### src/spd_pkg.sv
package spd_pkg;

    // receive phases
    typedef enum logic [3:0] {
        PH_WAIT_SYNC = 4'd0,
        PH_IDLE      = 4'd1,
        PH_STROBE2   = 4'd2,
        PH_SYNC2     = 4'd3,
        PH_SYNC3     = 4'd4,
        PH_SYNC4     = 4'd5,
        PH_REPLY_DUE = 4'd6,
        PH_HEADER    = 4'd7,
        PH_PAYLOAD   = 4'd8
    } phase_t;

    // result status codes
    typedef enum logic [2:0] {
        ST_OK          = 3'd0,
        ST_UNEXPECTED  = 3'd1,
        ST_HDR_CRC     = 3'd2,
        ST_PAY_CRC     = 3'd3,
        ST_GOOD        = 3'd4,
        ST_IGNORED     = 3'd5,
        ST_WRONG_STATE = 3'd6
    } status_t;

    // item operations
    localparam logic OP_RX_BYTE    = 1'b0;
    localparam logic OP_REPLY_SENT = 1'b1;

    // framing bytes
    localparam logic [7:0] STROBE_0    = 8'hA5;
    localparam logic [7:0] STROBE_TAIL = 8'h63;
    localparam logic [7:0] SYNC_0      = 8'hD3;
    localparam logic [7:0] SYNC_1      = 8'h74;
    localparam logic [7:0] SYNC_2      = 8'hE5;
    localparam logic [7:0] SYNC_3      = 8'h52;

    // crc constants
    localparam logic [7:0]  CRC8_POLY  = 8'h07;
    localparam logic [15:0] CRC16_POLY = 16'h1021;
    localparam logic [15:0] CRC16_INIT = 16'hFFFF;

    typedef struct packed {
        logic       operation;
        logic [7:0] rx_byte;
    } item_t;

    typedef struct packed {
        status_t     status;
        logic [15:0] frame_id;
        logic [7:0]  payload_length;
        logic [7:0]  payload_byte;
        logic        payload_valid;
        logic        last_of_packet;
        logic        sync_reply_due;
        logic        synced;
    } result_t;

    // one byte through crc-8, msb first
    function automatic logic [7:0] crc8_step(logic [7:0] crc, logic [7:0] b);
        logic [7:0] v;
        v = crc ^ b;
        for (int k = 0; k < 8; k++) begin
            v = v[7] ? ({v[6:0], 1'b0} ^ CRC8_POLY) : {v[6:0], 1'b0};
        end
        return v;
    endfunction

    // one byte through crc-16 ccitt, msb first
    function automatic logic [15:0] crc16_step(logic [15:0] crc, logic [7:0] b);
        logic [15:0] v;
        v = crc ^ {b, 8'h00};
        for (int k = 0; k < 8; k++) begin
            v = v[15] ? ({v[14:0], 1'b0} ^ CRC16_POLY) : {v[14:0], 1'b0};
        end
        return v;
    endfunction

endpackage

### src/spd_core.sv
module spd_core
    import spd_pkg::*;
(
    input  logic    clk,
    input  logic    rst_n,
    input  logic    accept,
    input  item_t   item,
    output result_t result
);

    phase_t      phase_reg, phase_next;
    logic        synced_reg, synced_next;
    logic [2:0]  hcount_reg, hcount_next;
    logic [7:0]  length_reg, length_next;
    logic [7:0]  pcount_reg, pcount_next;
    logic [15:0] id_reg, id_next;
    logic [7:0]  crc8_reg, crc8_next;
    logic [15:0] rcrc_reg, rcrc_next;
    logic [15:0] crc16_reg, crc16_next;

    logic [7:0]  b;
    logic [7:0]  crc8_upd;
    logic [15:0] crc16_upd;
    logic        finish;
    phase_t      sync_fail;

    assign b         = item.rx_byte;
    assign crc8_upd  = crc8_step(crc8_reg, b);
    assign crc16_upd = crc16_step(crc16_reg, b);
    assign sync_fail = synced_reg ? PH_IDLE : PH_WAIT_SYNC;

    // state registers, updated on each transfer
    always_ff @(posedge clk or negedge rst_n)
    begin
        if (!rst_n)
        begin
            phase_reg  <= PH_WAIT_SYNC;
            synced_reg <= 1'b0;
            hcount_reg <= '0;
            length_reg <= '0;
            pcount_reg <= '0;
            id_reg     <= '0;
            crc8_reg   <= '0;
            rcrc_reg   <= '0;
            crc16_reg  <= CRC16_INIT;
        end
        else if (accept)
        begin
            phase_reg  <= phase_next;
            synced_reg <= synced_next;
            hcount_reg <= hcount_next;
            length_reg <= length_next;
            pcount_reg <= pcount_next;
            id_reg     <= id_next;
            crc8_reg   <= crc8_next;
            rcrc_reg   <= rcrc_next;
            crc16_reg  <= crc16_next;
        end
    end

    // next state and result
    always_comb
    begin
        phase_next  = phase_reg;
        synced_next = synced_reg;
        hcount_next = hcount_reg;
        length_next = length_reg;
        pcount_next = pcount_reg;
        id_next     = id_reg;
        crc8_next   = crc8_reg;
        rcrc_next   = rcrc_reg;
        crc16_next  = crc16_reg;
        finish      = 1'b0;
        result      = '0;
        result.status = ST_OK;

        if (item.operation == OP_REPLY_SENT)
        begin
            if (phase_reg == PH_REPLY_DUE)
            begin
                phase_next  = PH_IDLE;
                synced_next = 1'b1;
                hcount_next = '0;
                length_next = '0;
                pcount_next = '0;
                id_next     = '0;
                crc8_next   = '0;
                rcrc_next   = '0;
                crc16_next  = CRC16_INIT;
            end
            else if (phase_reg != PH_IDLE)
            begin
                result.status = ST_WRONG_STATE;
            end
        end
        else
        begin
            unique case (phase_reg)
                PH_IDLE:
                begin
                    if (b == STROBE_0)
                        phase_next = PH_STROBE2;
                    else if (b == SYNC_0)
                        phase_next = PH_SYNC2;
                    else
                        result.status = ST_UNEXPECTED;
                end
                PH_STROBE2:
                begin
                    if (b == STROBE_TAIL)
                    begin
                        phase_next  = PH_HEADER;
                        hcount_next = '0;
                        length_next = '0;
                        pcount_next = '0;
                        id_next     = '0;
                        crc8_next   = '0;
                        rcrc_next   = '0;
                        crc16_next  = CRC16_INIT;
                    end
                    else
                    begin
                        phase_next    = PH_IDLE;
                        result.status = ST_UNEXPECTED;
                    end
                end
                PH_SYNC2:
                begin
                    if (b == SYNC_1)
                        phase_next = PH_SYNC3;
                    else
                    begin
                        phase_next    = sync_fail;
                        result.status = ST_UNEXPECTED;
                    end
                end
                PH_SYNC3:
                begin
                    if (b == SYNC_2)
                        phase_next = PH_SYNC4;
                    else
                    begin
                        phase_next    = sync_fail;
                        result.status = ST_UNEXPECTED;
                    end
                end
                PH_SYNC4:
                begin
                    if (b == SYNC_3)
                        phase_next = PH_REPLY_DUE;
                    else
                    begin
                        phase_next    = sync_fail;
                        result.status = ST_UNEXPECTED;
                    end
                end
                PH_REPLY_DUE:
                begin
                    result.status = ST_IGNORED;
                end
                PH_HEADER:
                begin
                    // crc-16 covers id, length and crc-8
                    if (hcount_reg < 3'd4)
                        crc16_next = crc16_upd;
                    case (hcount_reg)
                        3'd0:
                        begin
                            id_next   = {b, 8'h00};
                            crc8_next = crc8_upd;
                        end
                        3'd1:
                        begin
                            id_next   = {id_reg[15:8], b};
                            crc8_next = crc8_upd;
                        end
                        3'd2:
                        begin
                            length_next = b;
                            crc8_next   = crc8_upd;
                        end
                        3'd3:
                        begin
                            if (b != crc8_reg)
                            begin
                                result.status = ST_HDR_CRC;
                                phase_next    = PH_IDLE;
                                finish        = 1'b1;
                            end
                        end
                        3'd4:
                        begin
                            rcrc_next = {b, 8'h00};
                        end
                        default:
                        begin
                            rcrc_next = {rcrc_reg[15:8], b};
                            if (length_reg == 8'd0)
                            begin
                                // empty packet: check right away
                                result.status = (crc16_reg == rcrc_next) ? ST_GOOD
                                                                         : ST_PAY_CRC;
                                result.last_of_packet = 1'b1;
                                phase_next = PH_IDLE;
                                finish     = 1'b1;
                            end
                            else
                            begin
                                pcount_next = '0;
                                phase_next  = PH_PAYLOAD;
                            end
                        end
                    endcase
                    hcount_next = hcount_reg + 3'd1;
                end
                PH_PAYLOAD:
                begin
                    crc16_next           = crc16_upd;
                    result.payload_byte  = b;
                    result.payload_valid = 1'b1;
                    pcount_next          = pcount_reg + 8'd1;
                    if (pcount_next >= length_reg)
                    begin
                        result.status = (crc16_upd == rcrc_reg) ? ST_GOOD : ST_PAY_CRC;
                        result.last_of_packet = 1'b1;
                        phase_next = PH_IDLE;
                        finish     = 1'b1;
                    end
                end
                default:
                begin
                    // waiting for sync, and any unknown phase
                    if (b == SYNC_0)
                        phase_next = PH_SYNC2;
                    else
                    begin
                        phase_next    = PH_WAIT_SYNC;
                        result.status = ST_UNEXPECTED;
                    end
                end
            endcase
        end

        // outputs show the packet before it is cleared
        result.frame_id       = id_next;
        result.payload_length = length_next;
        result.sync_reply_due = (phase_next == PH_REPLY_DUE);
        result.synced         = synced_next;

        if (finish)
        begin
            hcount_next = '0;
            length_next = '0;
            pcount_next = '0;
            id_next     = '0;
            crc8_next   = '0;
            rcrc_next   = '0;
            crc16_next  = CRC16_INIT;
        end
    end

endmodule

### src/spd_out_reg.sv
module spd_out_reg
    import spd_pkg::*;
(
    input  logic    clk,
    input  logic    rst_n,
    input  logic    load,
    input  result_t din,
    output logic    can_load,
    output logic    valid,
    input  logic    ready,
    output result_t dout
);

    logic    valid_reg;
    result_t data_reg;

    // free when empty or being drained this cycle
    assign can_load = !valid_reg || ready;
    assign valid    = valid_reg;
    assign dout     = data_reg;

    // valid flag
    always_ff @(posedge clk or negedge rst_n)
    begin
        if (!rst_n)
            valid_reg <= 1'b0;
        else if (load)
            valid_reg <= 1'b1;
        else if (ready)
            valid_reg <= 1'b0;
    end

    // result data
    always_ff @(posedge clk)
    begin
        if (load)
            data_reg <= din;
    end

endmodule

### src/sync_and_packet_deframer.sv
// channel   signals                                    payload
// item      item_valid, item_ready, item               item_t: operation, rx_byte
// result    result_valid, result_ready, result         result_t: status .. synced
//
// one result per item, registered, in the cycle after the item transfer; the crc
// updates are combinational, so an item can be taken every cycle unless stalled.
// the output register lets a new item in on the same edge the old result leaves.
// reset leaves the block waiting for sync with no result pending.
// a stalled result holds item_ready low until it is taken.
module sync_and_packet_deframer
    import spd_pkg::*;
(
    input  logic    clk,
    input  logic    rst_n,
    input  logic    item_valid,
    output logic    item_ready,
    input  item_t   item,
    output logic    result_valid,
    input  logic    result_ready,
    output result_t result
);

    logic    accept;
    result_t core_result;

    assign accept = item_valid && item_ready;

    // framing state and crc checks
    spd_core u_core (
        .clk    (clk),
        .rst_n  (rst_n),
        .accept (accept),
        .item   (item),
        .result (core_result)
    );

    // result register
    spd_out_reg u_out (
        .clk      (clk),
        .rst_n    (rst_n),
        .load     (accept),
        .din      (core_result),
        .can_load (item_ready),
        .valid    (result_valid),
        .ready    (result_ready),
        .dout     (result)
    );

    // a stalled result blocks new items
    a_stall_blocks: assert property (@(posedge clk) disable iff (!rst_n)
        (result_valid && !result_ready) |-> !item_ready)
        else $error("item taken while result stalled");

    // payload bytes only with ok or a packet end status
    a_payload_status: assert property (@(posedge clk) disable iff (!rst_n)
        (result_valid && result.payload_valid) |->
        (result.status == ST_OK || result.status == ST_GOOD || result.status == ST_PAY_CRC))
        else $error("payload byte with bad status");

    // packet end reports good or payload crc error
    a_last_status: assert property (@(posedge clk) disable iff (!rst_n)
        (result_valid && result.last_of_packet) |->
        (result.status == ST_GOOD || result.status == ST_PAY_CRC))
        else $error("packet end with bad status");

    // reply due only after the last sync byte or while waiting
    a_reply_status: assert property (@(posedge clk) disable iff (!rst_n)
        (result_valid && result.sync_reply_due) |->
        (result.status == ST_OK || result.status == ST_IGNORED ||
         result.status == ST_WRONG_STATE))
        else $error("reply due with bad status");

endmodule
### config.mk
export PLATFORM = sky130hd
export DESIGN_NAME = sync_and_packet_deframer
export DESIGN_NICKNAME = d
export VERILOG_FILES = /design/src/spd_pkg.sv /design/src/spd_core.sv /design/src/spd_out_reg.sv /design/src/sync_and_packet_deframer.sv
export SDC_FILE = /design/constraint.sdc
export NUM_CORES = 1
export LEC_CHECK = 0
export BUFFER_PORTS_ARGS = -buffer_cell sky130_fd_sc_hd__buf_2
export CORE_ASPECT_RATIO = 1.1
export CORE_MARGIN = 8
export CORE_UTILIZATION = 61
export DETAILED_ROUTE_END_ITERATION = 7
export PLACE_DENSITY = 0.93
export SLEW_MARGIN = 15
export SYNTH_ARGS = -nofsm -noshare
export SYNTH_HDL_FRONTEND = slang
export SYNTH_SLANG_ARGS = --single-unit
export TNS_END_PERCENT = 100
### constraint.sdc
create_clock -name clk -period 3.8 [get_ports clk]
set_input_delay 0.38 -clock clk [delete_from_list [all_inputs] [get_ports clk]]
set_output_delay 0.38 -clock clk [all_outputs]
set_load 0.01 [all_outputs]
; ---- Word level (Yosys, flattened, before mapping)
; Cells that the tools add are included.
[classes]
n_eq_ne = 31
magnitude_cmp = 2
reduce_logical = 19
n_bitwise = 19
n_addsub = 2
mux = 100
[op_table]
columns = operator, n
row1 = $mux W16, 13
row2 = $pmux W16 S2, 4
row3 = $mux W8, 14
row4 = $mux W13, 8
row5 = $mux W3, 21
row6 = $not A3 Y3, 16
row7 = $pmux W16 S3, 1
row8 = $mux W4, 10
row9 = $eq A16 B16 Y1, 2
row10 = $pmux W4 S8, 1
row11 = $pmux W8 S2, 2
row12 = $eq A8 B7 Y1 const B, 3
row13 = $eq A8 B8 Y1 const B, 3
row14 = $pmux W3 S8, 1
row15 = $pmux W8 S3, 1
row16 = $eq A4 B3 Y1 const B, 5
row17 = $ne A4 B3 Y1 const B, 5
row18 = $mux W1, 16
row19 = $xor A16 B16 Y16, 1
row20 = $reduce_and A5 Y1, 3
row21 = $pmux W3 S2, 2
row22 = $reduce_and A6 Y1, 2
row23 = $add A8 B1 Y8 const B, 1
row24 = $eq A4 B2 Y1 const B, 2
row25 = other kinds (30), 36
[word_totals]
word_cells = 192
output_inout_bits = 41
ff_bits = 120
input_bits = 13

; ---- Depth between registers and ports, before layout
; Gate-level depths: netlist (run 1).
[depth]
ltp_word = 22
mapped_depth = 13
depth_no_buf = 12

; ---- Cells and area by module
; Synthesis (run 1) repeated with hierarchy kept, for this count alone.
[unflattened]
cells_unflattened = 724
hier_area_um2 = 7370.8
[by_module_without_submodules]
columns = module, seq_area_each_um2, n_inst, cells_per_inst, area_each_um2
row1 = spd_core, 2021.9, 1, 681, 6145.9
row2 = spd_out_reg, 1196.1, 1, 42, 1218.7
row3 = sync_and_packet_deframer, 0.0, 1, 1, 6.3

; ---- Worst setup path after synthesis (run 1)
; Ideal clock, no wire load.
[synth_timing]
path_kind = reg-to-reg
from = register u_core.pcount_reg[0]
to = register u_core.rcrc_reg[1]
t_arrival_ns = 2.847
t_required_ns = 3.672
slack_ns = 0.825
setup_ns = 0.128
n_path_buf = 0
period_less_slack_ns = 2.975
path_stages_with_launch = 13
cell_sequence = dfrtp_1 -> ha_1 -> nand3_1 -> nor2_1 -> xor2_1 -> ha_1 -> a21o_1 -> a21oi_1 -> nor2_1 -> a21o_2 -> o31a_2 -> o21ai_2 -> mux2_1
[synth_via]
elab_chain_len = 7
elab_cells_between_ends = 11
classes_between = 1 x add/sub / 1 x order compare / 3 x eq/ne / 4 x mux / 2 x reduce/logical
[synth_lines]
columns = element, line_no
row1 = "start, declared", spd_core.sv:15  ; logic [7:0] pcount_reg, pcount_next;
row2 = "start signal, assigned", spd_core.sv:53  ; pcount_reg <= pcount_next;
row3 = $add A8 B1 Y8 (*), spd_core.sv:221  ; pcount_next = pcount_reg + 8'd1;
row4 = $ge A8 B8 Y1 (*), spd_core.sv:222  ; if (pcount_next >= length_reg)
row5 = $mux W1 (*), spd_core.sv:222
row6 = $pmux W1 S2 (*), spd_core.sv:98  ; unique case (phase_reg)
row7 = $mux W1 (*), spd_core.sv:77  ; if (item.operation == OP_REPLY_SENT)
row8 = $ne A4 B3 Y1 (no source line) (tied with other cells), --
row9 = $reduce_and A5 Y1 (no source line), --
row10 = "end signal, assigned", spd_core.sv:56  ; rcrc_reg <= rcrc_next;
row11 = "end, declared", spd_core.sv:18  ; logic [15:0] rcrc_reg, rcrc_next;
; Mark *: on every way between the ends. The rest lies on a longest branch, timed or not.
; A chain may end at the register's enable or synchronous reset.

; ---- Final worst setup path (run 1)
[layout_timing]
from = register u_core.pcount_reg[0]
to = register u_core.rcrc_reg[12]
[layout_via]
elab_chain_len = 7
elab_cells_between_ends = 12
classes_between = 1 x add/sub / 1 x order compare / 4 x eq/ne / 4 x mux / 2 x reduce/logical
[layout_lines]
columns = element, line_no
row1 = $add A8 B1 Y8 (*), spd_core.sv:221
row2 = $ge A8 B8 Y1 (*), spd_core.sv:222
row3 = $mux W1 (*), spd_core.sv:222
row4 = $pmux W1 S2 (*), spd_core.sv:98
row5 = $mux W1 (*), spd_core.sv:77
row6 = $ne A4 B3 Y1 (no source line) (tied with other cells), --
row7 = $reduce_and A6 Y1 (no source line), --
; Marked as above.

==> run metrics, run 1 <==
H-tree Lvls 4; FMAX just under 300 MHz; clock buffer depth 2; Tmin final ~3.4 ns; Die Wd approximately 120 um; power density over the cells 433 nW/um^2; Synth Area per Inst roughly 11 um^2; status finished, final reports clean; most numerous cell in the Yosys netlist dfrtp_1; Yosys top cell area share 23.9%; Arrival @ worst endpoint 3.81 ns; # Post-CTS Setup Buffers 0; # diodes 0; first-pass GRT wire length a little under 30000 um; total die area 14800 um^2; Initial Util between 60% and 70%; vias in the first global route 5526; WS Path Type reg -> reg; Synthesized Nets around 650; Initial DRT Pass Iterations 5; Max Clock Skew 0.00948 ns; final-report hold violation count 0; Synth Register Bits 120; Worst-path clk slew 0.06 ns; Yosys Warn Count 0; GR peak layer met2; peak supply drop 0.000348 V; Port Buffer Count 53; setup violators final 0; M2 GR Usage 40.8%; WL/cell 22.1 um; Cells after Synth approximately 620; DP Area 7170 um^2; leak pwr 3.28 nW; clock latency at the later pin of the worst-skew pair 0.43 ns; Top FF cell, synth dfrtp_1; GPL Wtd Cong approximately 0.95; endpoint type of the worst setup path register; core area 10900 um^2; ranking of synthesized cells by area dfrtp_1, edfxtp_1, a22o_1; Final Max Tran Viols 0; type of origin of the critical path register; CTS tree done; largest net degree at the start of global routing 82; CTS Hold Bufs 0; Final Cell Area 7760 um^2; met3 GRT Util slightly below 9%; # clock sinks 120; row cnt 40; DRT iter0 DRCs about 900; EDFF count, synth 39; die height around 130 um; setup TNS 0 ns; initial antenna violation count 0; Num CTS Buffers 17; Top-Level Pins 54; detailed-route via count 5591; Residual DRC 0; final WL 18300 um; clock root cell clkbuf_16; met1 Use GR 29.2%; RSZ-0062 raised after global routing false; Nets 696; max reg flops 39; fraction of registers with async set/reset 67.5%; top cells by count, synth dfrtp_1, a22o_1, nor2_1; crit path max fanout 8; Cell Area, Synth 6820 um^2; share of cells above drive strength 1 19.1%; MaxCap Viol Count 0; GRT Total Usage 25.4%; Worst Hold Class in -> async; dpl hpwl 11300 um; Worst Max-Slew Pin Slew 1.03 ns; number of vias per cell just under 7; Synth-to-Final Area Change 13.8%; cell taking the most area after synthesis dfrtp_1; Routed Antenna Nets 0; Post-CTS Resized 0; count of cell types in the netlist 76; Seq/Total Area, Yosys a little under half; Worst R2R Path Depth 12; fin crit share 90.8%; GR Overflow Total 0; Slew headroom 31.6%; Data required, critical path 4.16 ns
## per-layer routing
layer  wire length (um)  up-vias
met5                  0        -
met4                822        0
met3               1950       90
met2               8810      448
met1               6710     2636
li1                   -     2417
## final timing paths
kind | slack [ns] | start | endpoint
max | 0.35 | u_core.pcount_reg[0]$_DFFE_PN0P_ | u_core.rcrc_reg[12]$_DFFE_PN0P_
min | 0.14 | rst_n | u_core.id_reg[8]$_DFFE_PN0P_
max reg2reg | 0.35 | u_core.pcount_reg[0]$_DFFE_PN0P_ | u_core.rcrc_reg[12]$_DFFE_PN0P_
min reg2reg | 0.51 | u_core.id_reg[8]$_DFFE_PN0P_ | u_core.id_reg[8]$_DFFE_PN0P_
max in group asynchronous | 3.02 | rst_n | u_core.phase_reg[2]$_DFFE_PN0P_
min in group clk | 0.16 | item_valid | u_out.valid$_DFFE_PN0P_
## placed cells by master (no fill, tap or decap), drive strengths merged, types with 3 or more instances in the layout
cell      instances
nand4             4
a32o              4
nand2            33
edfxtp           39
xnor3             3
o21ai            24
a31oi            18
o2bb2ai           5
a21o             11
inv              21
buf              56
dfstp            16
and2              9
o22ai             4
a22o             60
ha               17
nand3            14
o31ai             7
and3             12
mux2              4
xnor2            39
nor3             11
nor2             44
clkbuf           18
nor4             11
nand2b           12
nor3b             5
nor2b            10
o211ai            3
clkinv            3
a21oi            14
dfrtp            65
clkinvlp          4
xor2             40
## area by class of cell
class                   count  area, um^2
well taps                 147         184
inverters                  16        60.1
multi-input cells         455        3410
fillers                   671        3150
clock buffers              18         429
clock inverters            14         165
repair buffers             56         290
flip-flops and latches    120        3220
## logic make-up after synthesis
| group | after synthesis | share of synthesized area [%] |
|---|---|---|
| AO/OA/AOI/OAI | 174 | 19.8 |
| buffers and inverters | 48 | 2.84 |
| multiplexers | 6 | 0.954 |
| AND/OR/NAND/NOR | 175 | 13.6 |
| adder cells (fa/ha/maj) | 17 | 3.12 |
| XOR/XNOR | 83 | 12.5 |
| flip-flops | 120 | 47.2 |
## critical path, cell delays in order (launching register included)
cell and delay (ns):
dfrtp_1 0.43, ha_1 0.27, nand3_1 0.17, nor2_1 0.16, xor2_1 0.21, ha_1 0.29
a21o_1 0.19, a21oi_1 0.22, nor2_1 0.10, a21oi_2 0.26, nand3_2 0.25, o21ai_1 0.57
a22o_1 0.26
## report_power, final
part	leakage, nW	internal, W	total (W)	switching (W)
sequential	1.46	0.00137	0.00140	0.0000281
clock	0.278	0.000980	0.00163	0.000649
combinational	1.54	0.000120	0.000334	0.000214
total	3.28	0.00247	0.00336	0.000892
## per-stage QoR
stage               hold WS, ns  std cells  total power [W]  setup slack, ns  util (%)
finish                    0.140        826          0.00336            0.350      71.1
global route              0.161        826          0.00344            0.157      71.1
CTS                       0.154        826          0.00335            0.427      71.1
detailed placement        0.482        794          0.00174            0.517      65.7
global placement          0.476        794          0.00172            0.641      65.7
floorplan                0.0844        623          0.00164            0.825         -
(Power assumes the default switching activity.)
==> run 2, diff against run 1 <==
==> constraint.sdc (replaced) <==
create_clock -name clk -period 3.6 [get_ports clk]
set_input_delay 0.36 -clock clk [delete_from_list [all_inputs] [get_ports clk]]
set_output_delay 0.36 -clock clk [all_outputs]
set_load 0.01 [all_outputs]
==> run 2 against run 1 <==
  * Critical path depth unchanged
  * Count of clock-buffer cells in the layout unchanged
  * Cell area up 1.6%
  * Wire length up 6.5%
  * Largest cell class unchanged
==> run metrics, run 2 (synthesized netlist as in run 1, its figures left out) <==
status finished, final reports clean; critical path cell sequence ha_1, nand3_1, nor2_1, xor2_1, ha_1, a21o_1, a21oi_2, nor2_1, a21oi_2, nand3_4, o21ai_4, mux2_1; Slew headroom 30.7%; Worst Hold Class in -> async; power density over the cells about 470 nW/um^2; final WL 19500 um; clock buffer depth 2; detailed-route via count 5847; initial antenna violation count 0; CP max-delay cell dfrtp_1; CP max stage delay 0.43 ns; Switching Power 0.000955 W; FMAX 290 MHz; share of cells above drive strength 1 20.6%; setup TNS 0 ns; die height about 130 um; Tmin final between 3 and 4 ns; Final Cell Area 7880 um^2; slack of the worst reg-to-reg path 0.15 ns; WL/cell 23.4 um; design internal power ~0.0028 W; Initial Util 62.5%; largest net degree at the start of global routing 82; Synth-to-Final Area Change 15.6%; row cnt 40; clock latency at the later pin of the worst-skew pair about 0.43 ns; leak pwr around 3.3 nW; Finished Layout Cells around 830; number of vias per cell 7.02; Max Clock Skew 0.0141 ns; Residual DRC 0; most frequent cells in the layout dfrtp_1, a22o_1, buf_2; dpl cells 798; setup violators final 0; CTS tree done; Die Wd 117 um; vias in the first global route 5728; GPL Wtd Cong 0.956; Nets roughly 700; crit path max fanout 7; Routed Antenna Nets 0; Sw Ratio between 20% and 30%; max reg flops 39; # diodes 0; Port Buffer Count 53; total die area 14800 um^2; clock network power share 50.5%; crit-path leading delay family compound AO/OA/AOI/OAI gates; RSZ-0062 raised after global routing false; DP Area 7200 um^2; Worst Setup SP u_core.pcount_reg[0]$_DFFE_PN0P_; DRT iter0 DRCs 851; Initial DRT Pass Iterations 7; Storage cell area between 3000 and 4000 um^2; endpoint type of the worst setup path register; GR Overflow Total 0; Worst R2R Start u_core.pcount_reg[0]$_DFFE_PN0P_; sequential share of power 39.8%; # clock sinks between 100 and 150; Bufs and invs on worst path 0; type of origin of the critical path register; Top-Level Pins 54; Core Util, Final between 70% and 80%; core area around 11000 um^2; Comb power frac 9.7%; Worst Max-Slew Pin Slew just over 1 ns; first-pass GRT wire length roughly 30000 um; Data required, critical path between 3 and 4 ns; WS Path Type reg -> reg; MaxCap Viol Count 0; clock root cell clkbuf_16; commonest non-fill, non-tap cell in the layout dfrtp_1; Num CTS Buffers 17; final-report hold violation count 0; GRT Total Usage 26.6%; filler instances 668; Arrival @ worst endpoint 3.74 ns; fin crit share 95.7%; peak supply drop 0.000375 V; dpl hpwl 11700 um; Worst-path clk slew ~0.070 ns; H-tree Lvls 4; multi-input combinational cell area around 3400 um^2; Final Max Tran Viols 0
[run 2: cell types whose count changed in the layout (fill, tap and decap cells not counted), sizes merged]
cell      delta
buf          +7
clkinvlp     -3
bufinv       +2
inv          +2
clkinv       -1
[run 2: routing by layer]
| layer | part of all wire (%) | global-route usage, % | vias up | routed length, um |
|---|---|---|---|---|
| met5 | 0 | 0 | - | 0 |
| met4 | 5.7 | 14.9 | 0 | 1110 |
| met3 | 11 | 7.31 | 131 | 2160 |
| met2 | 48 | 43.5 | 503 | 9310 |
| met1 | 35 | 30.8 | 2779 | 6900 |
| li1 | - | - | 2434 | - |
[run 2: final timing paths]
| kind | end | cells after the start |
|---|---|---|
| min in group clk | u_out.valid$_DFFE_PN0P_ | 2 |
| hold / removal | u_core.id_reg[5]$_DFFE_PN0P_ | 1 |
| hold reg to reg | u_core.crc8_reg[5]$_DFFE_PN0P_ | 1 |
| setup reg to reg | u_core.rcrc_reg[1]$_DFFE_PN0P_ | 12 |
| max in group asynchronous | u_core.phase_reg[1]$_DFFE_PN0P_ | 1 |
| setup / recovery | u_core.rcrc_reg[1]$_DFFE_PN0P_ | 12 |
[run 2: through the flow]
step                hold WS (ns)  setup WS, ns  power [W]
finish                    0.0970         0.153    0.00371
global route               0.167       0.00736    0.00378
CTS                        0.151        0.0108    0.00368
detailed placement         0.481         0.233    0.00183
global placement           0.477         0.427    0.00182
floorplan                 0.0644         0.625    0.00173
[run 2: power groups by stage]
stage	combinational, W	clock (W)	sequential [W]
final	0.000360	0.00187	0.00147
after global routing	0.000381	0.00192	0.00148
after CTS	0.000349	0.00186	0.00147
after detailed placement	0.000337	0	0.00150
after global placement	0.000324	0	0.00150
after floorplan	0.000235	0	0.00149
[run 2: repair_timing]
action | 4_1_cts | 5_1_grt
hold buffers | 0 | 0
buffers inserted | 0 | 3
endpoints found under the setup margin | 0 | 43
resized for setup | 0 | 6
[run 2: layout make-up]
class	instances	area share [%]
Clock inverter	14	2.65
Multi-Input combinational cell	455	43.6
Inverter	16	0.762
Clock buffer	18	5.44
Tap cell	147	2.33
Timing Repair Buffer	63	4.35
Sequential cell	120	40.8
==> run 3, diff against run 2 <==
--- a/config.mk
+++ b/config.mk
@@ -5,12 +5,15 @@
 export SDC_FILE = /design/constraint.sdc
 export NUM_CORES = 1
 export LEC_CHECK = 0
+export ABC_AREA = 1
 export BUFFER_PORTS_ARGS = -buffer_cell sky130_fd_sc_hd__buf_2
 export CORE_ASPECT_RATIO = 1.1
 export CORE_MARGIN = 8
 export CORE_UTILIZATION = 61
 export DETAILED_ROUTE_END_ITERATION = 7
-export PLACE_DENSITY = 0.93
+export HOLD_SLACK_MARGIN = 0.05
+export PLACE_DENSITY = 0.92
+export RECOVER_POWER = 50
 export SLEW_MARGIN = 15
 export SYNTH_ARGS = -nofsm -noshare
 export SYNTH_HDL_FRONTEND = slang
==> run 3 against run 2 <==
  * Count of clock-buffer cells in the layout grew 2
  * The flow now finishes with violations (capacitance limit, slew limit)
  * Register-to-register slack gained 0.17 ns
  * Combinational power grew to 3.8 times the previous value
  * Sequential cell count is the same
  * Largest cell class unchanged
  * Clock power shrank 5%
  * Utilization shrank 3.4 points
==> run metrics, run 3 <==
Routed Antenna Nets 0; Yosys Warn Count 0; detailed-route via count 7416; leak pwr 3.98 nW; Seq/Total Area, Yosys 42.0%; slack of the worst reg-to-reg path 0.32 ns; Final Worst Setup Slack about 0.32 ns; H-tree Lvls 4; CP max stage delay 0.42 ns; Worst R2R Start u_core.pcount_reg[0]$_DFFE_PN0P_; post-synthesis xor/xnor area fraction 4.90%; FMAX just over 300 MHz; Max Clock Skew 0.0104 ns; most numerous cell in the Yosys netlist nand2_1; Initial Util around three fifths; commonest non-fill, non-tap cell in the layout nand2_1; count of cell types in the netlist 48; Nets 1103; fin crit share approximately nine tenths; type of origin of the critical path register; total die area ~16000 um^2; post-synthesis simple-gate area fraction approximately 34%; clock buffer depth 2; setup violators final 0; row cnt between 40 and 50; most frequent cells in the layout nand2_1, nand3_1, inv_1; max reg flops 39; die height ~130 um; share of cells above drive strength 1 10.2%; cell taking the most area after synthesis dfrtp_1; Data required, critical path just under 4 ns; Synth-to-Final Area Change 11.8%; Synth Area per Inst 7.46 um^2; Top-Level Pins 54; Top FF cell, synth dfrtp_1; endpoint type of the worst setup path register; Cells after Synth 1027; clock latency at the later pin of the worst-skew pair 0.44 ns; MaxCap Viol Count 2; Residual DRC 0; GPL Wtd Cong around 1; Synth Register Bits 120; RSZ-0062 raised after global routing false; CTS Hold Bufs 0; Adder-Cell Fraction of Synth Area under 10%; GR Overflow Total 0; Tot Pwr 0.00492 W; Reg2Reg Capture Point u_core.length_reg[7]$_DFFE_PN0P_; Yosys top cell area share 21.2%; ranking of synthesized cells by area dfrtp_1, nand2_1, edfxtp_1; largest net degree at the start of global routing 83; Slew headroom -42.8%; Compound-Gate Fraction of Synth Area about 8.2%; peak supply drop 0.000300 V; critical path cell sequence nand3_1, nand3b_1, nand3b_1, xor2_1, inv_1, ha_1, inv_1, nor3_2, nand4_1, nand4_1, nand2_1, nand2_2, nand2_4, buf_4, nand3_1, o21ai_1; failing checks capacitance limit, slew limit; final-report hold violation count 0; DRT iter0 DRCs 956; WL/cell 17.5 um; # diodes 0; Final Max Tran Viols 165; Arrival @ worst endpoint 3.53 ns; top cells by count, synth nand2_1, nand3_1, inv_1; power density over the cells 575 nW/um^2; main combinational cell family by area after synthesis simple AND/OR/NAND/NOR gates; # clock sinks 120; final WL ~22000 um; Hold Path End u_out.valid$_DFFE_PN0P_; setup TNS 0 ns; Worst Max-Slew Pin Slew 2.14 ns; Setup Slack @ Placement 0.255 ns; status complete, but fails checks; Cell Area, Synth 7660 um^2; WS Path Type reg -> reg; core area around 12000 um^2; Num CTS Buffers 17; Worst R2R Path Depth 16; Worst Hold Class in -> reg; Port Buffer Count 53; EDFF count, synth 39; fraction of registers with async set/reset a little under 70%; Initial DRT Pass Iterations 8; CP max-delay cell dfrtp_1; clock root cell clkbuf_16; number of vias per cell 5.97; vias in the first global route 7144; initial antenna violation count 0; Worst-path clk slew 0.06 ns; multiplexer share of the synthesized area 0%; first-pass GRT wire length 35300 um; crit path max fanout 25; GRT Total Usage around 27%; # Post-CTS Setup Buffers 0; dpl hpwl between 10000 and 15000 um; Tmin final 3.28 ns; Synthesized Nets 1057; Die Wd approximately 120 um; hold path start result_ready; CTS tree done; hold path depth 4
[run 3: final cells by class]
cell class | count | area [um^2]
flip-flops and latches | 120 | 3220
fillers | 964 | 3870
clock inverters | 11 | 146
repair buffers | 59 | 253
clock buffers | 20 | 467
well taps | 157 | 196
multi-input cells | 760 | 3850
inverters | 115 | 433
[run 3: worst max-delay path by stage]
stage	startpoint	to	slack, ns
final	u_core.pcount_reg[0]$_DFFE_PN0P_	u_core.length_reg[7]$_DFFE_PN0P_	0.32
after global routing	u_core.pcount_reg[0]$_DFFE_PN0P_	u_core.rcrc_reg[8]$_DFFE_PN0P_	0.08
after CTS	u_core.pcount_reg[0]$_DFFE_PN0P_	u_core.crc8_reg[2]$_DFFE_PN0P_	0.20
after detailed placement	u_core.pcount_reg[0]$_DFFE_PN0P_	u_core.rcrc_reg[12]$_DFFE_PN0P_	0.26
after global placement	u_core.pcount_reg[0]$_DFFE_PN0P_	u_core.crc8_reg[2]$_DFFE_PN0P_	0.53
after floorplan	u_core.pcount_reg[0]$_DFFE_PN0P_	u_core.crc8_reg[4]$_DFFE_PN0P_	0.79
[run 3: cell families (layout without fill, tap and decap cells)]
kind of cell	count (synthesis)	count (layout)
adders and majority gates	17	17
and+or+nand+nor	592	592
buffers and inverters	147	205
xor gates and xnor gates	42	42
DFF	120	120
AOI/OAI and AO/OA	109	109
[run 3: critical path: cells and delay by family, from the launching register on]
family / cells / cell delay (ns)
fa+ha+maj: 1 / 0.29
xor+xnor: 1 / 0.19
buf+inv: 3 / 0.44
flops: 1 / 0.42
compound gates: 1 / 0.12
simple gates: 10 / 1.61
[run 3: metal layers]
layer	up-vias	global-route usage [%]	part of all wire, %
li1	3445	-	-
met1	3408	34.1	38
met2	466	42.4	47
met3	97	5.88	10
met4	0	17.2	4.7
met5	-	0	0
[run 3: metrics by stage]
stage          hold slack (ns)  util, %  std cells  area, um^2
6_report                 0.208     68.9       1242        8560
5_1_grt                  0.234     68.9       1242        8560
3_5_place_dp             0.466     64.4       1211        8000
2_1_floorplan           0.0644        -       1027        7660
4_1_cts                  0.160     69.3       1242        8610
3_3_place_gp             0.461     64.4       1211        8000
[run 3: timing repair]
action,CTS,global route
resized for setup,0,4
hold endpoints to repair,0,0
endpoints found under the setup margin,0,23
[run 3: report_power, final]
group | internal (W) | total, W | leakage, nW | switching, W
logic | 0.000414 | 0.00136 | 2.24 | 0.000948
registers | 0.00164 | 0.00180 | 1.44 | 0.000159
clock network | 0.00114 | 0.00177 | 0.298 | 0.000629
total | 0.00319 | 0.00492 | 3.98 | 0.00174
